## config.mk

```make
export PLATFORM = sky130hd
export DESIGN_NAME = disjoint_range_table_core
export DESIGN_NICKNAME = d
export VERILOG_FILES = /design/src/rtl/drt_pkg.sv /design/src/rtl/drt_ram.sv /design/src/rtl/drt_match.sv /design/src/rtl/disjoint_range_table_core.sv
export SDC_FILE = /design/constraint.sdc
export NUM_CORES = 2
export LEC_CHECK = 0
export BUFFER_PORTS_ARGS = -buffer_cell sky130_fd_sc_hd__buf_4
export CORE_MARGIN = 2
export CORE_UTILIZATION = 42
export DETAILED_ROUTE_END_ITERATION = 7
export REMOVE_ABC_BUFFERS = 1
export SKIP_LAST_GASP = 1
export SLEW_MARGIN = 15
export SYNTH_ARGS = -nofsm -noshare
export SYNTH_HDL_FRONTEND = slang
export SYNTH_SLANG_ARGS = --single-unit
```

## constraint.sdc

```tcl
create_clock -name clk -period 13.4 [get_ports clk]
set_clock_uncertainty 0.2 [all_clocks]
set_input_delay 4.02 -clock clk [delete_from_list [all_inputs] [get_ports clk]]
set_output_delay 4.02 -clock clk [all_outputs]
set_load 0.01 [all_outputs]
```

## src/rtl/drt_pkg.sv

```systemverilog
// shared types and codes for the disjoint range table
`default_nettype none
package drt_pkg;

    localparam int MAX_RANGES_DEF = 16;

    localparam logic [1:0] FUNC_ADD   = 2'd0;
    localparam logic [1:0] FUNC_FIND  = 2'd1;
    localparam logic [1:0] FUNC_ERASE = 2'd2;
    localparam logic [1:0] FUNC_CLEAR = 2'd3;

    localparam logic [1:0] STATUS_OK   = 2'd0;
    localparam logic [1:0] STATUS_MISS = 2'd1;
    localparam logic [1:0] STATUS_FULL = 2'd2;

    typedef struct packed {
        logic        valid;
        logic [31:0] high;
        logic [31:0] low;
    } entry_t;

    localparam int ENTRY_W = $bits(entry_t);

    typedef struct packed {
        logic hit;
        logic free;
    } match_t;

endpackage
`default_nettype wire

```

## src/rtl/drt_ram.sv

```systemverilog
// generic single-port-write ram with registered read
`default_nettype none
module drt_ram #(
    parameter int WIDTH = 8,
    parameter int DEPTH = 16
) (
    input  wire logic                                   clk,
    input  wire logic                                   we,
    input  wire logic [$clog2(DEPTH > 1 ? DEPTH : 2)-1:0] waddr,
    input  wire logic [WIDTH-1:0]                       wdata,
    input  wire logic [$clog2(DEPTH > 1 ? DEPTH : 2)-1:0] raddr,
    output logic      [WIDTH-1:0]                       rdata
);

    logic [WIDTH-1:0] mem [DEPTH];

    always_ff @(posedge clk)
    begin
        if (we)
        begin
            mem[waddr] <= wdata;
        end
        rdata <= mem[raddr];
    end

endmodule
`default_nettype wire

```

## src/rtl/drt_match.sv

```systemverilog
// compares one stored entry against the current request
`default_nettype none
module drt_match (
    input  wire logic [1:0]     func,
    input  wire logic [31:0]    key_low,
    input  wire logic [31:0]    key_high,
    input  wire drt_pkg::entry_t entry,
    output drt_pkg::match_t     result
);

    always_comb
    begin
        result.free = !entry.valid;
        case (func)
            drt_pkg::FUNC_ADD:
                result.hit = entry.valid && (key_low <= entry.high) && (entry.low <= key_high);
            drt_pkg::FUNC_FIND:
                result.hit = entry.valid && (entry.low <= key_low) && (key_low <= entry.high);
            drt_pkg::FUNC_ERASE:
                result.hit = entry.valid && (entry.low == key_low);
            default:
                result.hit = 1'b0;
        endcase
    end

endmodule
`default_nettype wire

```

## src/rtl/disjoint_range_table_core.sv

```systemverilog
// disjoint range table: request sequencer around the entry ram
//
// Requests come in on req_valid/req_stall with func, key_low and key_high;
// one result per request leaves on rsp_valid/rsp_stall with status,
// found_low and found_high. A transfer happens when valid is high and stall
// is low.
// Add, find and erase read every entry of the ram in turn, one per cycle,
// then decide and write back at most one entry; the next request is taken
// only once the result is loaded into the output register, so a request
// is never taken while the one before it is still in flight.
// An inverted add (key_low above key_high) is answered with a miss and
// skips the scan.
// Clear writes every entry invalid, one per cycle.
// After reset the same clearing pass runs over every entry, during
// which req_stall is high.
// The result sits in an output register; while rsp_stall is high it holds
// and a finished request waits before the sequencer goes idle again.
`default_nettype none
module disjoint_range_table_core #(
    parameter int MAX_RANGES = drt_pkg::MAX_RANGES_DEF
) (
    input  wire logic        clk,
    input  wire logic        rst_n,
    input  wire logic        req_valid,
    output logic             req_stall,
    input  wire logic [1:0]  func,
    input  wire logic [31:0] key_low,
    input  wire logic [31:0] key_high,
    output logic             rsp_valid,
    input  wire logic        rsp_stall,
    output logic [1:0]       status,
    output logic [31:0]      found_low,
    output logic [31:0]      found_high
);

    localparam int IW = $clog2(MAX_RANGES > 1 ? MAX_RANGES : 2);
    localparam int CW = $clog2(MAX_RANGES + 1);
    localparam logic [CW-1:0] CNT_END  = CW'(MAX_RANGES);
    localparam logic [CW-1:0] CNT_LAST = CW'(MAX_RANGES - 1);

    typedef enum logic [4:0] {
        ST_INIT = 5'b00001,
        ST_IDLE = 5'b00010,
        ST_SCAN = 5'b00100,
        ST_CLR  = 5'b01000,
        ST_RESP = 5'b10000
    } state_t;

    state_t state_reg, state_next;
    logic [CW-1:0] cnt_reg, cnt_next;
    logic chk_vld_reg, chk_vld_next;
    logic [IW-1:0] chk_idx_reg, chk_idx_next;
    logic hit_reg, hit_next;
    logic [IW-1:0] hit_idx_reg, hit_idx_next;
    logic [31:0] hit_low_reg, hit_low_next, hit_high_reg, hit_high_next;
    logic free_reg, free_next;
    logic [IW-1:0] free_idx_reg, free_idx_next;
    logic [1:0] func_reg, func_next;
    logic [31:0] key_low_reg, key_low_next, key_high_reg, key_high_next;
    logic [1:0] res_status_reg, res_status_next;
    logic [31:0] res_low_reg, res_low_next, res_high_reg, res_high_next;
    logic rsp_valid_reg, rsp_valid_next;
    logic [1:0] status_reg, status_next;
    logic [31:0] found_low_reg, found_low_next, found_high_reg, found_high_next;

    logic ram_we;
    logic [IW-1:0] ram_waddr;
    drt_pkg::entry_t ram_wdata, ram_rdata;
    logic [drt_pkg::ENTRY_W-1:0] ram_rdata_raw;
    drt_pkg::match_t match;

    drt_ram #(
        .WIDTH(drt_pkg::ENTRY_W),
        .DEPTH(MAX_RANGES)
    ) u_ram (
        .clk   (clk),
        .we    (ram_we),
        .waddr (ram_waddr),
        .wdata (ram_wdata),
        .raddr (cnt_reg[IW-1:0]),
        .rdata (ram_rdata_raw)
    );

    assign ram_rdata = drt_pkg::entry_t'(ram_rdata_raw);

    drt_match u_match (
        .func     (func_reg),
        .key_low  (key_low_reg),
        .key_high (key_high_reg),
        .entry    (ram_rdata),
        .result   (match)
    );

    assign req_stall  = (state_reg != ST_IDLE);
    assign rsp_valid  = rsp_valid_reg;
    assign status     = status_reg;
    assign found_low  = found_low_reg;
    assign found_high = found_high_reg;

    always_comb
    begin
        state_next      = state_reg;
        cnt_next        = cnt_reg;
        chk_vld_next    = 1'b0;
        chk_idx_next    = cnt_reg[IW-1:0];
        hit_next        = hit_reg;
        hit_idx_next    = hit_idx_reg;
        hit_low_next    = hit_low_reg;
        hit_high_next   = hit_high_reg;
        free_next       = free_reg;
        free_idx_next   = free_idx_reg;
        func_next       = func_reg;
        key_low_next    = key_low_reg;
        key_high_next   = key_high_reg;
        res_status_next = res_status_reg;
        res_low_next    = res_low_reg;
        res_high_next   = res_high_reg;
        rsp_valid_next  = rsp_valid_reg && rsp_stall;
        status_next     = status_reg;
        found_low_next  = found_low_reg;
        found_high_next = found_high_reg;
        ram_we          = 1'b0;
        ram_waddr       = cnt_reg[IW-1:0];
        ram_wdata       = '0;

        unique case (state_reg) inside
            ST_INIT, ST_CLR:
            begin
                ram_we   = 1'b1;
                cnt_next = cnt_reg + CW'(1);
                if (cnt_reg == CNT_LAST)
                begin
                    res_status_next = drt_pkg::STATUS_OK;
                    res_low_next    = '0;
                    res_high_next   = '0;
                    state_next      = (state_reg == ST_INIT) ? ST_IDLE : ST_RESP;
                end
            end
            ST_IDLE:
            begin
                if (req_valid)
                begin
                    func_next     = func;
                    key_low_next  = key_low;
                    key_high_next = key_high;
                    cnt_next      = '0;
                    hit_next      = 1'b0;
                    free_next     = 1'b0;
                    res_low_next  = '0;
                    res_high_next = '0;
                    if (func == drt_pkg::FUNC_CLEAR)
                    begin
                        state_next = ST_CLR;
                    end
                    else if (func == drt_pkg::FUNC_ADD && key_low > key_high)
                    begin
                        res_status_next = drt_pkg::STATUS_MISS;
                        state_next      = ST_RESP;
                    end
                    else
                    begin
                        state_next = ST_SCAN;
                    end
                end
            end
            ST_SCAN:
            begin
                if (cnt_reg != CNT_END)
                begin
                    cnt_next     = cnt_reg + CW'(1);
                    chk_vld_next = 1'b1;
                end
                if (chk_vld_reg)
                begin
                    // keep the lowest-numbered hit and free slot
                    if (match.hit && !hit_reg)
                    begin
                        hit_next      = 1'b1;
                        hit_idx_next  = chk_idx_reg;
                        hit_low_next  = ram_rdata.low;
                        hit_high_next = ram_rdata.high;
                    end
                    if (match.free && !free_reg)
                    begin
                        free_next     = 1'b1;
                        free_idx_next = chk_idx_reg;
                    end
                end
                else if (cnt_reg == CNT_END)
                begin
                    state_next = ST_RESP;
                    case (func_reg)
                        drt_pkg::FUNC_FIND:
                        begin
                            if (hit_reg)
                            begin
                                res_status_next = drt_pkg::STATUS_OK;
                                res_low_next    = hit_low_reg;
                                res_high_next   = hit_high_reg;
                            end
                            else
                            begin
                                res_status_next = drt_pkg::STATUS_MISS;
                            end
                        end
                        drt_pkg::FUNC_ERASE:
                        begin
                            if (hit_reg)
                            begin
                                ram_we          = 1'b1;
                                ram_waddr       = hit_idx_reg;
                                ram_wdata.valid = 1'b0;
                                ram_wdata.low   = hit_low_reg;
                                ram_wdata.high  = hit_high_reg;
                                res_status_next = drt_pkg::STATUS_OK;
                            end
                            else
                            begin
                                res_status_next = drt_pkg::STATUS_MISS;
                            end
                        end
                        default:
                        begin
                            if (hit_reg)
                            begin
                                res_status_next = drt_pkg::STATUS_MISS;
                            end
                            else if (!free_reg)
                            begin
                                res_status_next = drt_pkg::STATUS_FULL;
                            end
                            else
                            begin
                                ram_we          = 1'b1;
                                ram_waddr       = free_idx_reg;
                                ram_wdata.valid = 1'b1;
                                ram_wdata.low   = key_low_reg;
                                ram_wdata.high  = key_high_reg;
                                res_status_next = drt_pkg::STATUS_OK;
                            end
                        end
                    endcase
                end
            end
            ST_RESP:
            begin
                // wait for the output register to drain
                if (!rsp_valid_reg || !rsp_stall)
                begin
                    rsp_valid_next  = 1'b1;
                    status_next     = res_status_reg;
                    found_low_next  = res_low_reg;
                    found_high_next = res_high_reg;
                    state_next      = ST_IDLE;
                end
            end
            default:
            begin
                state_next = ST_INIT;
            end
        endcase
    end

    always_ff @(posedge clk or negedge rst_n)
    begin
        if (!rst_n)
        begin
            state_reg     <= ST_INIT;
            cnt_reg       <= '0;
            chk_vld_reg   <= 1'b0;
            rsp_valid_reg <= 1'b0;
        end
        else
        begin
            state_reg     <= state_next;
            cnt_reg       <= cnt_next;
            chk_vld_reg   <= chk_vld_next;
            rsp_valid_reg <= rsp_valid_next;
        end
    end

    always_ff @(posedge clk)
    begin
        chk_idx_reg    <= chk_idx_next;
        hit_reg        <= hit_next;
        hit_idx_reg    <= hit_idx_next;
        hit_low_reg    <= hit_low_next;
        hit_high_reg   <= hit_high_next;
        free_reg       <= free_next;
        free_idx_reg   <= free_idx_next;
        func_reg       <= func_next;
        key_low_reg    <= key_low_next;
        key_high_reg   <= key_high_next;
        res_status_reg <= res_status_next;
        res_low_reg    <= res_low_next;
        res_high_reg   <= res_high_next;
        status_reg     <= status_next;
        found_low_reg  <= found_low_next;
        found_high_reg <= found_high_next;
    end

endmodule
`default_nettype wire

```

## Yosys cells after proc, flatten, opt, wreduce, memory -nomap -nowiden

Memories as Yosys holds them, arrays and structs flattened. A register that Yosys moved wholly into a read port is not among the register bits.
Cells that the tools add are included.

| cells by class | value |
|---|---|
| mux-type cells | 70 |
| eq/ne operators | 26 |
| reduce and logical (&&, ||, !) cells | 31 |
| add/subtract/negate cells | 1 |
| magnitude comparators | 4 |

Operators by type and width:

| kind | number |
|---|---|
| 65-bit 2-to-1 mux | 5 |
| 32-bit 2-to-1 mux | 10 |
| 32-bit one-hot mux with 3 select lines | 2 |
| 65-bit one-hot mux with 2 select lines | 1 |
| 32-bit <= comparator | 3 |
| 64-bit 2-to-1 mux | 1 |
| 5-bit 2-to-1 mux | 10 |
| 32-bit == test | 1 |
| 32-bit > comparator | 1 |
| 4-bit 2-to-1 mux | 6 |
| 5-bit one-hot mux with 4 select lines | 1 |
| 2-bit 2-to-1 mux | 9 |
| 1-bit 2-to-1 mux | 17 |
| 5-bit one-hot mux with 3 select lines | 1 |
| 2-bit by 1-bit inequality test with 1-bit output, second input constant | 7 |
| 7-bit AND reduction | 2 |
| 2-bit inequality test, second input constant | 6 |
| 5-bit by 4-bit == test with 1-bit output, second input constant | 2 |
| 5-bit == test, second input constant | 2 |
| 1-bit logical AND | 9 |
| 3-bit AND reduction | 3 |
| 1-bit one-hot mux with 2 select lines | 4 |
| 4-bit one-hot mux with 2 select lines | 1 |
| 4-bit AND reduction | 2 |
| 18 further kinds | 26 |

| storage, ports and cells | value |
|---|---|
| memories | 1 |
| output and inout bits | 68 |
| bits in registers | 288 |
| word-level logic and storage cells | 153 |
| bits in writable memories | 1,040 |
| input bits | 70 |

Memories:

| memory | words | bits a word | rd ports | clocked after memory_dff | wr ports | RTL line | source |
|---|---|---|---|---|---|---|---|
| u_ram.mem | 16 | 65 | 1 | 1 | 1 | drt_ram.sv:15 | `logic [WIDTH-1:0] mem [DEPTH];` |

## Depth between registers and ports, before layout

| logic depth | value |
|---|---|
| word-level depth | 8 |
| gate-level depth with buffers | 13 |
| gate-level depth less buffers | 9 |

## Hierarchy

A second synthesis with hierarchy kept.

| second synthesis, totals | value |
|---|---|
| cell total of the unflattened synthesis | 2,678 |
| area, all modules | 53,826.6 µm² |

By module, submodules not included:

| module | sequential area each (µm²) | times used | area each (µm²) | cells each |
|---|---|---|---|---|
| drt_ram | 32,531.2 | 1 | 40,243.6 | 1,673 |
| disjoint_range_table_core | 8,549.4 | 1 | 11,113.2 | 660 |
| drt_match | 0.0 | 1 | 2,469.9 | 345 |

## Worst setup path before layout

OpenSTA, ideal clock, no wires.

| path | value |
|---|---|
| kind | in2reg |
| start point | in rsp_stall |
| end point | reg found_high_reg[0], in the netlist found_high[0] (enable) |
| library setup time | 0.512 ns |
| buffers on the path | 0 |
| required time | 12.688 ns |
| slack | 5.529 ns |
| stages on the path | 1 |
| arrival | 7.159 ns |
| cells stage by stage | a21oi_1 |

| between the ends | value |
|---|---|
| longest elaborated chain between the ends | 3 |

Ends and longest elaborated chain:

| item | RTL line | source |
|---|---|---|
| from (decl) | disjoint_range_table_core.sv:30 | `input wire logic rsp_stall,` |
| 1-bit zero test | disjoint_range_table_core.sv:248 | `if (!rsp_valid_reg \|\| !rsp_stall)` |
| 1-bit logical OR | disjoint_range_table_core.sv:248 |  |
| 2-bit AND reduction (no line) | - |  |
| to (signal assigned) | disjoint_range_table_core.sv:299 | `found_high_reg <= found_high_next;` |
| to (decl) | disjoint_range_table_core.sv:64 | `logic [31:0] found_low_reg, found_low_next, found_high_reg, found_high_next;` |

Every way passes these cells.
A chain may end at the register's enable or synchronous reset.

## Worst setup path after layout

| path | value |
|---|---|
| start point | in key_low[29] |
| end point | reg res_status_reg[0] (enable) |

| between the ends | value |
|---|---|
| longest elaborated chain between the ends | 4 |

Ends and longest elaborated chain:

| item | RTL line | source |
|---|---|---|
| from (decl) | disjoint_range_table_core.sv:27 | `input wire logic [31:0] key_low,` |
| 32-bit > comparator | disjoint_range_table_core.sv:155 | `else if (func == drt_pkg::FUNC_ADD && key_low > key_high)` |
| 1-bit logical AND | disjoint_range_table_core.sv:155 |  |
| 2-bit by 1-bit inequality test with 1-bit output (no line) | - |  |
| 7-bit AND reduction (no line) | - |  |
| to (signal assigned) | disjoint_range_table_core.sv:294 | `res_status_reg <= res_status_next;` |
| to (decl) | disjoint_range_table_core.sv:60 | `logic [1:0] res_status_reg, res_status_next;` |

Every way passes these cells.

==> summary.md <==
| Metric | Value |
|---|---|
| Run status | `finished, final reports clean` |
| Initial antenna violation count | `4` |
| Part of the cycle the worst path needs | `48.7%` |
| Post-DRT Antenna Nets | `0` |
| Vias in the first global route | `27.5k` |
| Max reg flops | `1040` |
| Synth Area in XOR/XNOR | `0.0811%` |
| Library cells used by synthesis | `69` |
| Gr ovfl total | `0` |
| Worst-path maximum fanout | `2` |
| First-pass GRT wire length | `198 mm` |
| Commonest non-fill, non-tap cell in the layout | `edfxtp_1` |
| Clock period minus worst slack | `6.52 ns` |
| Final hold violations | `0` |
| Placed cells | `4314` |
| Cell Pwr Density | `201 nW/um2` |
| Unrepaired setup endpoints after global routing | `no` |
| Synth Area in Compound Gates | `2.74%` |
| Post-Layout Cell Count | `4588` |
| Leakage | `21.8 nW` |
| Largest family of logic cells by synthesized area | `multiplexers` |
| Chip width | `363 um` |
| Worst Path Arrival | `6.79 ns` |
| WHS | `0.215 ns` |
| Clock tree buffer depth | `3` |
| WS Path Type | `input port to flip-flop` |
| CTS H-tree depth | `4` |
| Biggest regs | `u_ram.mem: 1040 flops, u_ram.rdata: 65 flops` |
| Hold buffers post-CTS | `0` |
| Slew Limit Fails | `0` |
| Synth Warn # | `0` |
| FF+latch count, synth | `1393` |
| CTS tree | `done` |
| Post-DP HPWL | `77.6 mm` |
| Final #Nets | `3007` |
| Worst min path class | `flip-flop to flip-flop` |
| Startpoint types | `input port` |
| Die Ht | `363 um` |
| Worst-path clk slew | `0.06 ns` |
| Endpoint class of the critical path | `flip-flop` |
| Initial DRC Count | `3420` |
| Most frequent cells in the layout | `edfxtp_1 (1312), mux4_2 (325), buf_4 (190)` |
| Max rail drop VDD | `159 uV` |
| Total GRT Usage | `21.2%` |
| CTS sink count | `1393` |
| Post-synth EDFFs | `1312` |
| Simple-Gate Fraction of Synth Area | `2.62%` |
| Pin count of the biggest net entering global routing | `110` |
| CTS Buf Count | `148` |
| Layout cell share with drive strength beyond 1 | `26.6%` |
| Top FF cell, synth | `edfxtp_1` |
| Gp weighted congestion | `0.788` |
| Syn Inst Count | `2564` |
| Final setup vio count | `0` |
| WL final | `139 mm` |
| TritonRoute pass-1 iters | `5` |
| CTS resizes | `0` |
| F_max | `153 MHz` |
| Rel. slew slack | `27.6%` |
| Starting Density | `42.3%` |
| Die area | `131000 um2` |
| Register bank with the most flops | `u_ram.mem` |
| Post-CTS Setup Bufs | `0` |
| Clock root buffer | `clkbuf_16` |
| Adder-Cell Fraction of Synth Area | `3.13%` |
| Sequential Area | `41100 um2` |
| Share of flip-flops with an asynchronous set or reset | `0.861%` |
| IO Port Bufs | `137` |
| Worst-skew pair later-pin latency | `0.76 ns` |
| Row cnt | `131` |
| Mapped Area | `54000 um2` |
| Post-synthesis mux area share | `13.6%` |
| Max-Cap Viols | `0` |
| Core Region | `128000 um2` |
| Layout area overhead | `15.0%` |
| Vias/cell | `5.85` |
| Vias | `26.8k` |
| Measured slew at the worst slew-check pin | `1.08 ns` |
| DRC | `0` |
| Register area share after synthesis | `76.1%` |
| Final Instance Area | `62100 um2` |
| Layout filler cell count | `10.2k` |
| Req. time, crit path | `13.67 ns` |
| Area occupied by multi-input gates | `12100 um2` |
| Io pins | `138` |
| Drt wl/cell | `30.2 um` |
| Post-DP Area | `57300 um2` |
| Avg Cell Area, Syn | `21.1 um2` |
==> cells in the mapped netlist, types with 3 or more instances <==
master / count / share of area (%)
nor2b_1: 7 / 0.081
inv_1: 142 / 0.99
o21ai_0: 27 / 0.25
a221oi_1: 4 / 0.065
dfxtp_1: 69 / 2.6
mux4_2: 325 / 14
nor3_1: 13 / 0.12
nand2_1: 39 / 0.27
ha_1: 135 / 3.1
nand3_1: 18 / 0.17
nor2_1: 34 / 0.24
and4_1: 4 / 0.065
buf_2: 28 / 0.26
o31ai_1: 3 / 0.042
buf_1: 13 / 0.090
nor4_1: 8 / 0.093
xnor2_1: 3 / 0.049
nand2b_1: 9 / 0.10
dfrtp_1: 11 / 0.51
a211oi_1: 5 / 0.070
o21a_1: 6 / 0.083
nand4_1: 22 / 0.25
and2_1: 69 / 0.80
or2_2: 3 / 0.035
clkbuf_1: 61 / 0.42
edfxtp_1: 1312 / 73
a22o_1: 67 / 1.1
a21o_1: 9 / 0.13
a21oi_1: 55 / 0.51
and3_1: 9 / 0.10
a31oi_1: 3 / 0.035
o211ai_1: 8 / 0.11
or3_1: 4 / 0.046
==> stage by stage <==
| stage | util, % | TNS [ns] | setup slack (ns) | power (W) |
|---|---|---|---|---|
| after floorplan | - | -2083.52 | -2.08 | 0.00801 |
| after global placement | 44.9 | 0 | 6.28 | 0.00848 |
| after detailed placement | 44.9 | 0 | 6.26 | 0.00854 |
| after CTS | 48.7 | 0 | 6.85 | 0.0126 |
| after global routing | 48.7 | 0 | 6.80 | 0.0130 |
| final | 48.7 | 0 | 6.88 | 0.0125 |
==> final timing paths <==
check,from,end,slack [ns],cells after the start
worst min-delay path,res_low_reg[27],found_low[27],0.22,0
min in group asynchronous,rst_n,state_reg[1],2.91,1
worst max register to register,cnt_reg[1],u_ram.mem[10][51],7.66,11
worst max-delay path,key_low[29],res_status_reg[0],6.88,8
max in group asynchronous,rst_n,state_reg[0],9.85,1
worst min register to register,res_low_reg[27],found_low[27],0.22,0
==> power by group <==
part	leakage (nW)	internal, W	switching (W)	total, W
logic	5.75	0.00118	0.00149	0.00267
clock network	2.36	0.00237	0.00169	0.00406
registers	13.7	0.00541	0.000351	0.00576
total	21.8	0.00896	0.00353	0.0125
==> critical path, cell delays in order <==
cell and delay [ns]:
buf_4 0.11, ha_1 0.29, nand3_1 0.21, nor3_1 0.83
nand3_1 0.62, o22ai_1 0.34, o31a_1 0.20, o21ba_2 0.16
==> per-layer routing <==
layer  routed length [um]  track usage [%]  part of all wire (%)
met1                58600             30.5                    42
met2                65400             33.0                    47
met3                11400             4.08                   8.2
met4                 3340             6.19                   2.4
met5                   13                0                0.0094
==> kinds of logic after synthesis <==
family	Yosys count
muxes	325
AOI/OAI and AO/OA	209
xor gates and xnor gates	5
buffers and inverters	247
adders and majority gates	135
and+or+nand+nor	250
DFF	1393
==> layout make-up <==
type	count	area share [%]
flip-flops and latches	1393	66.2
clock inverters	76	1.18
inverters	144	0.874
diodes	2	0.00806
repair buffers	191	2.33
multi-input cells	924	19.5
clock buffers	196	6.60
well taps	1662	3.35
No activity file was read; power rests on OpenSTA's default activity.
